**src/rtl/invc_pkg.sv**
```systemverilog
// Shared types and constants of the inversion counter.
// No dependencies; used by every module of the block.
package invc_pkg;

    // Widths fixed by the word formats
    localparam int VALUE_W  = 32;
    localparam int INV_W    = 11;
    localparam int S_DATA_W = 32;
    localparam int M_DATA_W = 16;

    // Default capacity of the chain
    localparam int MAX_ITEMS_DEF = 64;

    // Running total saturates here
    localparam logic [INV_W-1:0] TOTAL_MAX = {INV_W{1'b1}};

    // Control bits that travel with a value along the chain
    typedef struct packed {
        logic valid;   // slot holds a value
        logic last;    // value closes its sequence
        logic ovf;     // value arrived beyond capacity, never compared
        logic placed;  // value has been written into its cell
    } tok_ctrl_t;

endpackage

```
**src/rtl/invc_cell.sv**
```systemverilog
// One cell of the comparison chain: holds one stored value and passes
// the travelling value on, counting it if the stored value is greater.
// Depends on invc_pkg.
module invc_cell import invc_pkg::*; #(
    parameter int IDX_W = 6,
    parameter int CNT_W = 6
) (
    input  logic                      aclk,
    input  logic                      aresetn,
    input  logic                      adv,
    input  tok_ctrl_t                 in_ctrl,
    input  logic signed [VALUE_W-1:0] in_key,
    input  logic        [IDX_W-1:0]   in_dist,
    input  logic        [CNT_W-1:0]   in_cnt,
    output tok_ctrl_t                 out_ctrl,
    output logic signed [VALUE_W-1:0] out_key,
    output logic        [IDX_W-1:0]   out_dist,
    output logic        [CNT_W-1:0]   out_cnt
);

    logic signed [VALUE_W-1:0] held_reg;
    tok_ctrl_t                 ctrl_reg;
    tok_ctrl_t                 ctrl_next;
    logic signed [VALUE_W-1:0] key_reg;
    logic        [IDX_W-1:0]   dist_reg;
    logic        [IDX_W-1:0]   dist_next;
    logic        [CNT_W-1:0]   cnt_reg;
    logic        [CNT_W-1:0]   cnt_next;
    logic                      active;
    logic                      store;
    logic                      greater;

    // Value still looking for its slot; it lands here when the distance runs out
    assign active  = in_ctrl.valid && !in_ctrl.ovf && !in_ctrl.placed;
    assign store   = active && (in_dist == '0);
    assign greater = active && (in_dist != '0) && (held_reg > in_key);

    always_comb begin
        ctrl_next        = in_ctrl;
        ctrl_next.placed = in_ctrl.placed || store;
        dist_next        = (active && !store) ? in_dist - 1'b1 : in_dist;
        cnt_next         = in_cnt + CNT_W'(greater);
    end

    // Stored value: payload, written once per sequence position
    always_ff @(posedge aclk) begin
        if (adv && store) begin
            held_reg <= in_key;
        end
    end

    // Hand-over register towards the next cell
    always_ff @(posedge aclk) begin
        if (!aresetn) begin
            ctrl_reg <= '0;
        end else if (adv) begin
            ctrl_reg <= ctrl_next;
        end
    end

    always_ff @(posedge aclk) begin
        if (adv) begin
            key_reg  <= in_key;
            dist_reg <= dist_next;
            cnt_reg  <= cnt_next;
        end
    end

    assign out_ctrl = ctrl_reg;
    assign out_key  = key_reg;
    assign out_dist = dist_reg;
    assign out_cnt  = cnt_reg;

endmodule

```
**config.mk**
```make
export PLATFORM = sky130hd
export DESIGN_NAME = invc_cell
export DESIGN_NICKNAME = d
export VERILOG_FILES = /design/src/rtl/invc_pkg.sv /design/src/rtl/invc_cell.sv
export SDC_FILE = /design/constraint.sdc
export NUM_CORES = 1
export LEC_CHECK = 0
export BUFFER_PORTS_ARGS = -buffer_cell sky130_fd_sc_hd__buf_2
export CAP_MARGIN = 30
export CORE_MARGIN = 2
export CORE_UTILIZATION = 26
export CTS_CLUSTER_SIZE = 24
export DETAILED_ROUTE_END_ITERATION = 12
export PLACE_DENSITY = 0.46
export SLEW_MARGIN = 20
export SYNTH_ARGS = -nofsm -noshare
export SYNTH_HDL_FRONTEND = slang
export SYNTH_SLANG_ARGS = --single-unit
```
**constraint.sdc**
```tcl
create_clock -name aclk -period 4.5 [get_ports aclk]
set_clock_uncertainty 0.05 [all_clocks]
set_input_delay 0.225 -clock aclk [delete_from_list [all_inputs] [get_ports aclk]]
set_output_delay 0.225 -clock aclk [all_outputs]
set_load 0.02 [all_outputs]
```
==> impl_metrics.toml <==
[synthesis]
synth_fp_nets = 324
syn_avg_cell_area_sq_um = 14.7
synth-seq-area-share_pct = 67.8
synth_top_cell_area_share_pct = 65.5
synthFlopType = "edfxtp_1"
share_of_synthesized_registers_carrying_an_async_set_or_reset_pct = 0
postSynthRegisterBits = 80
synth-edff-count = 76
yosys_warnings = 0
postSynthCellCount = 237
netlist_top_cells_area = "edfxtp_1 (65%), ha_1 (13%), inv_1 (3.8%), dfxtp_1 (2.3%), a21oi_1 (2.0%)"
yosys.cell_count.top_type = "edfxtp_1"
syn-cell-area_sq_um = 3480
synthTopCellsByCount = "edfxtp_1 (76), ha_1 (36), inv_1 (35)"
yosysTopAreaCell = "edfxtp_1"
synth_cell_types = 35

[route]
drt_pass1_iterations = 4
met2RoutedLength_mm = 3.25
ant_nets = 0
drt-wirelength-per-cell_microns = 13.2
drt_iter0_markers = 68
routed_via_density = 4.13
vias = 2185
highest-signal-layer = "met4"
drt-met1-wl_mm = 3.13
drt-total-wl_mm = 6.97
wl_met3_microns = 454
drt_drc_violations_left = 0

[timing]
timing.final.max_slew_violations = 0
setup-tns-final_ps = 0
worst_slew_pin_slew_ps = 466
setup-violations-final = 0
fin_hold_viols = 0
rsz0062_at_grt = "false"
final.period_utilization_pct = 65.0
timing.final.crit_period_ps = 2920
max-slew-margin-rel_pct = 68.9
fmax_mhz = 342
fin_worst_hold_slack_ps = 38.6

[worst_setup_path]
rrSetupSlack_ps = 1580
regToRegEndpoint = "out_cnt[4]"
slowest_delay_ps = 370
cp_cell_sequence = "ha_1, nand4_1, nor4_2, a21boi_1, o31ai_1, and3_1, nor3_1, ha_1, ha_1, nand3_1, xnor2_1"
largest_fanout_of_any_net_on_the_critical_path = 3
worst_r2r_path_depth = 11
reg2reg_from = "held_reg[14]"
arrival_ps = 2970
cpLargestDelayFamily = "simple AND/OR/NAND/NOR gates"
worstPathRequired_ps = 4540
timing.critical_path.to_type = "flip-flop"
crit_path_top_delay_cell = "edfxtp_1"
critPathLaunchType = "flip-flop"
critical_path_class = "flip-flop to flip-flop"
critical_path.most_common_cell = "ha_1"
crit_path_buffers_inverters = 0

[global_routing]
via_count_of_the_first_global_routing_pass = 2203
grt_max_degree = 34
overflow = 0
groute.usage.overall_pct = 10.2
antenna_violations_before_repair = 1
grt_first_pass_wirelength_mm = 10.9

[clock_tree]
cts_max_level = 3
cts_inserted_buffers = 9
cts_hold_repair.buffers = 0
worst_skew_pair_latency_ps = 340
cts_resized = 0
clock_tree_from_tritoncts = "done"
clk_transition_reported_paths_ps = 60
post-cts-setup-buffers = 0
clock-root-buffer = "clkbuf_16"
cts.path.max_buffers = 2
numClockSinks = 80

[placed_design]
gpl.final_weighted_congestion = 0.685
io_buffers = 98
post-dp-hpwl_mm = 5.05

[floorplan]
die-width_microns = 120
die_height_microns = 120
start_util_pct = 26.4
num_io_pins = 99
core_region_area_sq_um = 13200
num_rows = 42
die-area_sq_um = 14300

[pwr]
power_density_nw_per_um2 = 387
vdd_drop_max_uv = 131
reported_leakage_power_uw = 0.00195

[worst_hold_path]
worst_hold_startpoint = "in_key[23]"
hold_end = "held_reg[23]"
min_path_type = "input port to flip-flop"
worst_hold_path.num_cells = 1

[flow_run]
drv.max_cap_violation_count = 0

[cells_and_area]
fillerInstances = 1347
num-nets-final = 434
fraction_of_final_layout_cells_sized_beyond_drive_strength_1_pct = 33.8
area_growth_syn_to_layout_pct = 29.0

[status]
run_status = "complete, no violations"
## stage by stage
stage          total power [uW]  setup WS, ps  instance area (sq um)  cells  util [%]
2_1_floorplan               965           785                   3480    237         -
3_3_place_gp               1050          1510                   4210    512      31.9
3_5_place_dp               1050          1490                   4210    512      31.9
4_1_cts                    1780          1460                   4490    528      34.1
5_1_grt                    1820          1300                   4490    528      34.1
6_report                   1740          1580                   4500    529      34.1
## layout make-up
| type | count | area (sq um) | share of cell area (%) |
|---|---|---|---|
| antenna | 1 | 2.50 | 0.0557 |
| sequential | 80 | 2360 | 52.5 |
| multi-input combinational | 120 | 988 | 22.0 |
| clock inverter | 4 | 45.0 | 1.00 |
| inverter | 36 | 135 | 3.01 |
| tap | 176 | 220 | 4.90 |
| timing repair buffer | 100 | 505 | 11.2 |
| clock buffer | 12 | 236 | 5.26 |
## how the worst max path moves through the flow
stage	start	end	slack (ps)	depth (start not counted)
final	held_reg[14]	out_cnt[4]	1580	11
after global routing	held_reg[14]	out_cnt[4]	1300	11
after CTS	held_reg[14]	out_cnt[4]	1460	11
after detailed placement	in_key[14]	out_cnt[4]	1490	13
after global placement	in_key[14]	out_cnt[4]	1510	13
after floorplan	in_dist[0]	held_reg[0]	780	4
## cell families after synthesis
logic type	Yosys count	share of synthesized area (%)
compound gates	31	5.42
xor+xnor	9	2.26
fa+ha+maj	36	12.9
buf+inv	37	3.99
flops	80	67.8
mux	4	1.18
simple gates	40	6.43
## layer usage
layer	vias to the layer above	GRT usage, %
li1	1092	-
met1	1025	12.2
met2	57	15.9
met3	11	3.99
met4	0	5.51
met5	-	0
## placed cells by master (no fill, tap or decap), types with 5 or more instances in the layout
| master | Yosys | routed |
|---|---|---|
| a21oi_1 | 14 | 14 |
| buf_2 | 0 | 98 |
| clkbuf_16 | 0 | 9 |
| edfxtp_1 | 76 | 76 |
| ha_1 | 36 | 36 |
| inv_1 | 35 | 35 |
| nand2_1 | 11 | 11 |
| nand3_1 | 5 | 5 |
| nand4_1 | 5 | 5 |
| o21ai_0 | 6 | 6 |
| xnor2_1 | 7 | 7 |
## power breakdown
| part | total [uW] | internal, uW | switching, uW |
|---|---|---|---|
| clock network | 713 | 427 | 285 |
| registers | 861 | 853 | 7.96 |
| logic | 168 | 61.9 | 106 |
(Power assumes the default switching activity.)
