===== config.mk =====
export PLATFORM = sky130hd
export DESIGN_NAME = invc_acc
export DESIGN_NICKNAME = d
export VERILOG_FILES = /design/src/rtl/invc_pkg.sv /design/src/rtl/invc_acc.sv
export SDC_FILE = /design/constraint.sdc
export NUM_CORES = 1
export LEC_CHECK = 0
export BUFFER_PORTS_ARGS = -buffer_cell sky130_fd_sc_hd__buf_2
export CAP_MARGIN = 10
export CORE_ASPECT_RATIO = 1.1
export CORE_UTILIZATION = 52
export DETAILED_ROUTE_END_ITERATION = 16
export PLACE_DENSITY = 0.78
export SLEW_MARGIN = 10
export SYNTH_ARGS = -nofsm -noshare
export SYNTH_HDL_FRONTEND = slang
export SYNTH_SLANG_ARGS = --single-unit

===== constraint.sdc =====
create_clock -name aclk -period 3 [get_ports aclk]
set_input_delay 0.15 -clock aclk [delete_from_list [all_inputs] [get_ports aclk]]
set_output_delay 0.15 -clock aclk [all_outputs]
set_load 0.02 [all_outputs]

===== src/rtl/invc_pkg.sv =====
// Shared types and constants of the inversion counter.
// No dependencies; used by every module of the block.
package invc_pkg;

    // Widths fixed by the word formats
    localparam int VALUE_W  = 32;
    localparam int INV_W    = 11;
    localparam int S_DATA_W = 32;
    localparam int M_DATA_W = 16;

    // Default capacity of the chain
    localparam int MAX_ITEMS_DEF = 64;

    // Running total saturates here
    localparam logic [INV_W-1:0] TOTAL_MAX = {INV_W{1'b1}};

    // Control bits that travel with a value along the chain
    typedef struct packed {
        logic valid;   // slot holds a value
        logic last;    // value closes its sequence
        logic ovf;     // value arrived beyond capacity, never compared
        logic placed;  // value has been written into its cell
    } tok_ctrl_t;

endpackage


===== src/rtl/invc_acc.sv =====
// Running total at the end of the chain and the result word register.
// Depends on invc_pkg.
module invc_acc import invc_pkg::*; #(
    parameter int CNT_W = 6
) (
    input  logic                aclk,
    input  logic                aresetn,
    input  logic                adv,
    input  tok_ctrl_t           tail_ctrl,
    input  logic [CNT_W-1:0]    tail_cnt,
    input  logic                m_tready,
    output logic                m_tvalid,
    output logic [M_DATA_W-1:0] m_tdata,
    output logic                m_tuser
);

    logic [INV_W-1:0] total_reg;
    logic [INV_W-1:0] total_next;
    logic             oflow_reg;
    logic             oflow_next;
    logic             out_valid_reg;
    logic [INV_W-1:0] out_inv_reg;
    logic             out_long_reg;
    logic [INV_W:0]   sum;
    logic             take;

    assign take = adv && tail_ctrl.valid;

    // Saturating add of this value's count
    always_comb begin
        sum        = {1'b0, total_reg} + (INV_W+1)'(tail_cnt);
        total_next = (sum > {1'b0, TOTAL_MAX}) ? TOTAL_MAX : sum[INV_W-1:0];
        oflow_next = oflow_reg || tail_ctrl.ovf;
    end

    // Per-sequence state, cleared by the closing word
    always_ff @(posedge aclk) begin
        if (!aresetn) begin
            total_reg <= '0;
            oflow_reg <= 1'b0;
        end else if (take) begin
            if (tail_ctrl.last) begin
                total_reg <= '0;
                oflow_reg <= 1'b0;
            end else begin
                total_reg <= total_next;
                oflow_reg <= oflow_next;
            end
        end
    end

    // Result register
    always_ff @(posedge aclk) begin
        if (!aresetn) begin
            out_valid_reg <= 1'b0;
        end else if (take && tail_ctrl.last) begin
            out_valid_reg <= 1'b1;
        end else if (m_tready) begin
            out_valid_reg <= 1'b0;
        end
    end

    always_ff @(posedge aclk) begin
        if (take && tail_ctrl.last) begin
            out_inv_reg  <= total_next;
            out_long_reg <= oflow_next;
        end
    end

    assign m_tvalid = out_valid_reg;
    assign m_tdata  = M_DATA_W'(out_inv_reg);
    assign m_tuser  = out_long_reg;

endmodule


==> results.yml, run 1 <==
worst_setup_path:
  crit_path_start_kind: "flip-flop"
  worst_ep_arrival_time_ns: 2.43
  startpoint: "total_reg[0]$_SDFFE_PN0P_"
  reg2reg_depth: 6
  critPathCaptureType: "flip-flop"
  path_cells: "ha_1 -> fa_1 -> a211oi_1 -> o21ai_0 -> nand3_1 -> mux2_2"
  crit_required_ns: 3.08
  worstPathMaxFanout: 5
  worstReg2RegStart: "total_reg[0]$_SDFFE_PN0P_"
  cp_slowest_cell: "fa_1"
  max_stage_delay_ns: 0.44
  critical_path_class: "flip-flop to flip-flop"
power:
  p_seq_frac: 0.620
  p_sw_frac: 0.250
  power_density_mw_per_mm2: 414
  finalPower_uw: 600
  comb_power_share: 0.135
  internal_power_uw: 450
  power_leakage_nw: 0.616
  clockPowerShare: 0.245
  p_sw_uw: 150
  ir_drop_v: 0.000255
routing:
  drc: 0
  first_pass_iters: 4
  routed_wirelength_mm: 2.15
  routedWlPerCell_um: 12.3
  ant_nets: 0
  vias: 954
  drt_iter0_drc: 23
  routed_via_density: 5.45
timing:
  tightest_slew_ns: 0.583
  maxSlewHeadroom: 0.611
  drv_slew: 0
  rsz0062_at_grt: "no"
  finalCriticalPeriod_ns: 2.34
  layout_worst_path_cycle_share: 0.781
  finalSetupViolCount: 0
  fmax_ghz: 0.427
  tns_ns: 0
  clock_skew_ns: 0.00108
  hold_viol: 0
die:
  core_mm2: 0.00230
  ios: 32
  die_area_mm2: 0.00269
  start_util: 0.563
  die-height_um: 54.3
  num_rows: 18
  die_x_um: 49.5
yosys:
  synth_seq_cells: 25
  synth_top_area_frac: 0.279
  syn_area_mm2: 0.00129
  synth_cells: 119
  syn_avg_cell_area_um2: 10.9
  synthArstFlopShare: 0
  synth_area_leaders: "edfxtp_1 (28%), dfxtp_1 (20%), ha_1 (5.8%), a22o_1 (4.7%), buf_4 (2.9%)"
  synth_common_cells: "dfxtp_1 (13), edfxtp_1 (12), nand2_1 (8), nor2_1 (8), a22o_1 (7)"
  synth_edf_count: 12
  synth_cell_types: 37
  synthFlopType: "dfxtp_1"
  yosysTopAreaCell: "edfxtp_1"
  ys.warnings.count: 0
  synth.most_common_cell: "dfxtp_1"
  seq_area_frac_synth: 0.480
layout:
  nets: 167
  syn_to_final_growth_pct: 12.0
  drive_above_1_share: 0.269
  fin_util: 0.630
  postLayoutCellArea_mm2: 0.00145
  num_antenna_cells: 0
cts:
  cts_made_buffers: 3
  clkLatencyLatePin_ns: 0.31
  cts_max_level: 1
  ctsHoldBuffers: 0
  cts_resized: 0
  cts_sinks: 25
  cts_root_buf: "clkbuf_4"
  clockBufferDepth: 2
  cts_tree: "done"
  cts_setup_buffers: 0
  clk_pin_slew_ns: 0.13
placement:
  place.detailed.hpwl_mm: 1.58
  place.gp.congestion: 0.870
  port_buffers: 25
  dpl-instance-area_mm2: 0.00142
hold_path:
  min_path_type: "input port to flip-flop"
  hp-start: "aresetn"
  holdPathStages: 2
run:
  drv_cap: 0
outcome:
  outcome: "completed"
global_routing:
  grt_use_total: 0.178
  grt_pass1_wl_mm: 3.66
  grt_pass1_vias: 905
  overflow: 0
  antenna_found_initial: 0
  grt_max_degree: 15
critical path, delay by kind of cell (launching register included):
| family | cells | cell delay [ns] |
|---|---|---|
| simple gates | 1 | 0.19 |
| compound gates | 2 | 0.56 |
| flops | 1 | 0.34 |
| fa+ha+maj | 2 | 0.67 |
| mux | 1 | 0.35 |
power by group through the flow:
stage | sequential, mW | clock [mW] | combinational, mW
after floorplan | 0.387 | 0 | 0.0550
after detailed placement | 0.380 | 0 | 0.0810
after CTS | 0.372 | 0.152 | 0.0815
final | 0.372 | 0.147 | 0.0812
after global placement | 0.379 | 0 | 0.0793
after global routing | 0.373 | 0.165 | 0.0904
metrics by stage:
| step | worst slack, ns | hold WS [ns] | std cells |
|---|---|---|---|
| 2_1_floorplan | 0.878 | 0.268 | 123 |
| 3_3_place_gp | 0.722 | 0.388 | 171 |
| 3_5_place_dp | 0.696 | 0.393 | 171 |
| 4_1_cts | 0.659 | 0.0577 | 175 |
| 5_1_grt | 0.547 | 0.0609 | 175 |
| 6_report | 0.657 | 0.0632 | 175 |
routing by layer:
layer,GRT usage,share of wire,wire (µm)
met5,0,0,0
met4,0.0857,0.010,22
met3,0.0278,0.046,100
met2,0.302,0.47,1020
met1,0.227,0.47,1010
layout make-up:
class / instances / area (µm²)
repair buffers: 26 / 133
well taps: 30 / 37.5
clock inverters: 1 / 5.00
fillers: 215 / 850
flip-flops and latches: 25 / 621
clock buffers: 3 / 22.5
inverters: 2 / 7.51
multi-input cells: 88 / 622
logic make-up after synthesis:
family / after synthesis / share of synthesized area
flip-flops: 25 / 0.480
XOR/XNOR: 5 / 0.0339
multiplexers: 3 / 0.0261
AND/OR/NAND/NOR: 30 / 0.114
buffers and inverters: 10 / 0.0503
adder cells (fa/ha/maj): 7 / 0.0736
AO/OA/AOI/OAI: 38 / 0.219
other: 1 / 0.00290
layout by cell type, fill, tap and decap left out, drive strengths merged, types with 2 or more instances in the layout:
| master | netlist | routed |
|---|---|---|
| a211oi | 5 | 5 |
| a21o | 4 | 4 |
| a21oi | 3 | 3 |
| a22o | 7 | 7 |
| a31oi | 4 | 4 |
| and2 | 2 | 2 |
| buf | 7 | 26 |
| clkbuf | 1 | 3 |
| conb | 1 | 5 |
| dfxtp | 13 | 13 |
| edfxtp | 12 | 12 |
| ha | 6 | 6 |
| inv | 2 | 2 |
| mux2 | 3 | 3 |
| nand2 | 8 | 8 |
| nand2b | 3 | 3 |
| nand3 | 2 | 2 |
| nor2 | 9 | 9 |
| nor2b | 2 | 2 |
| nor3b | 2 | 2 |
| o211ai | 2 | 2 |
| o21a | 3 | 3 |
| o21ai | 7 | 7 |
| xnor2 | 4 | 4 |
final timing paths:
kind,end,slack [ns]
max,out_inv_reg[10]$_DFFE_PP_,0.66
min,m_tvalid$_SDFFE_PN0P_,0.06
max reg2reg,out_inv_reg[10]$_DFFE_PP_,0.66
min reg2reg,oflow_reg$_SDFFE_PN0P_,0.49
No activity file was read; power rests on OpenSTA's default activity.
==> run 2: changes to the inputs <==
==> constraint.sdc (replaced) <==
create_clock -name aclk -period 2.25 [get_ports aclk]
set_input_delay 0.1125 -clock aclk [delete_from_list [all_inputs] [get_ports aclk]]
set_output_delay 0.1125 -clock aclk [all_outputs]
set_load 0.02 [all_outputs]
==> run 2 against run 1 <==
Net effect:
- register-to-register slack got worse by 0.55 ns
- clock power is 35% higher
- sequential share of layout area fell by 0.58 points
- via count rose by 3.0%
- combinational power up 38%
- first-iteration DRC count fell by 30%
- worst hold slack got worse by 0.041 ns
- core utilization grew 0.87 points
- cell count grew 1.1%
- sequential power increased by 33%
- clock skew rose by 0.0082 ns
- total power up 34%
- critical endpoint unchanged
- largest power group unchanged
- highest routed layer unchanged
==> results.yml, run 2 (synthesis gave the netlist of run 1 again) <==
layout:
  nets: 169
  drive_above_1_share: 0.286
  final_common_cell: "buf_2"
  num_antenna_cells: 0
  mostFrequentLayoutCells: "buf_2 (25), dfxtp_1 (13), edfxtp_1 (12)"
  postLayoutCellArea_mm2: 0.00147
  fin_util: 0.639
  syn_to_final_growth_pct: 13.6
routing:
  ant_nets: 0
  drc: 0
  drt_iter0_drc: 16
  routedWlPerCell_um: 12.9
  vias: 983
  routed_via_density: 5.55
  routed_wirelength_mm: 2.28
  first_pass_iters: 4
global_routing:
  antenna_found_initial: 0
  grt_use_total: 0.186
  grt_pass1_wl_mm: 3.73
  grt_pass1_vias: 888
  overflow: 0
  grt_max_degree: 15
worst_setup_path:
  worstReg2RegStart: "total_reg[0]$_SDFFE_PN0P_"
  critical_path_class: "flip-flop to flip-flop"
  reg2reg_depth: 6
  critPathCaptureType: "flip-flop"
  max_stage_delay_ns: 0.41
  crit_path_start_kind: "flip-flop"
  rrSetupSlack_ns: 0.11
  cp_slowest_cell: "fa_1"
  crit_required_ns: 2.33
  worstPathMaxFanout: 5
  r2r-end: "out_inv_reg[10]$_DFFE_PP_"
  worst_ep_arrival_time_ns: 2.23
  path_cells: "ha_1 -> fa_1 -> a211oi_2 -> o21ai_1 -> nand3_1 -> mux2_2"
cts:
  cts_tree: "done"
  clockBufferDepth: 2
  ctsHoldBuffers: 0
  cts_made_buffers: 3
  clk_pin_slew_ns: 0.14
  cts_sinks: 25
  cts_setup_buffers: 0
  clkLatencyLatePin_ns: 0.32
  cts_root_buf: "clkbuf_4"
  cts_max_level: 1
  cts_resized: 1
placement:
  port_buffers: 25
  place.gp.congestion: 0.879
  dpl-instance-area_mm2: 0.00144
  dp_slack_ns: 0.0124
  place.detailed.hpwl_mm: 1.68
power:
  ir_drop_v: 0.000353
  finalPower_uw: 807
  power_density_mw_per_mm2: 550
  power_leakage_nw: 0.630
die:
  num_rows: 18
  die-height_um: 54.3
  start_util: 0.563
  ios: 32
  die_area_mm2: 0.00269
  die_x_um: 49.5
  core_mm2: 0.00230
hold_path:
  hp-start: "aresetn"
  min_path_type: "input port to flip-flop"
  min_to: "m_tvalid$_SDFFE_PN0P_"
  holdPathStages: 2
timing:
  rsz0062_at_grt: "no"
  setup_ws_ns: 0.107
  fmax_ghz: 0.467
  clock_skew_ns: 0.00928
  finalSetupViolCount: 0
  hold_viol: 0
  tns_ns: 0
  tightest_slew_ns: 0.623
  finalCriticalPeriod_ns: 2.14
  maxSlewHeadroom: 0.585
  drv_slew: 0
  layout_worst_path_cycle_share: 0.952
run:
  drv_cap: 0
outcome:
  outcome: "completed"
## run 2: cell count changes in the layout (fill, tap and decap cells not counted)
cell	previous run	this run
o21ai_0	5	4
a211oi_2	1	2
buf_4	1	3
a211oi_1	4	3
o21ai_1	1	2
## run 2: through the flow
stage,instances,hold WS [ns]
2_1_floorplan,123,0.230
3_3_place_gp,173,0.349
3_5_place_dp,173,0.363
4_1_cts,177,0.0132
5_1_grt,177,0.0235
6_report,177,0.0221
## run 2: metal layers
layer	global-route usage	wire length, µm
met1	0.225	1050
met2	0.329	1120
met3	0.0306	85
met4	0.0905	23
met5	0	0
## run 2: worst max path at each step
stage,cells past startpoint,endpoint,start,slack (ns)
final,6,out_inv_reg[10]$_DFFE_PP_,total_reg[0]$_SDFFE_PN0P_,0.11
after global routing,7,total_reg[10]$_SDFFE_PN0P_,total_reg[0]$_SDFFE_PN0P_,0.01
after CTS,6,out_inv_reg[10]$_DFFE_PP_,total_reg[0]$_SDFFE_PN0P_,0.05
after detailed placement,6,out_inv_reg[10]$_DFFE_PP_,total_reg[0]$_SDFFE_PN0P_,0.01
after global placement,6,out_inv_reg[10]$_DFFE_PP_,total_reg[0]$_SDFFE_PN0P_,0.06
after floorplan,6,out_inv_reg[10]$_DFFE_PP_,total_reg[0]$_SDFFE_PN0P_,0.13
## run 2: critical path: cells and delay by family, from the launching register on
family | cells | cell delay [ns]
muxes | 1 | 0.35
adders and majority gates | 2 | 0.62
and+or+nand+nor | 1 | 0.16
DFF | 1 | 0.34
AOI/OAI and AO/OA | 2 | 0.42
## run 2: power breakdown
group / switching [mW] / total [mW] / internal [mW] / leakage (nW)
Combinational: 0.0683 / 0.112 / 0.0436 / 0.397
Clock: 0.133 / 0.199 / 0.0666 / 0.0177
Sequential: 0.00474 / 0.496 / 0.491 / 0.215
## run 2: area by class of cell
class / instances / area [µm²]
Clock buffer: 3 / 22.5
Clock inverter: 1 / 5.00
Fill cell: 213 / 830
Inverter: 2 / 7.51
Multi-Input combinational cell: 88 / 627
Sequential cell: 25 / 621
Tap cell: 30 / 37.5
Timing Repair Buffer: 28 / 148
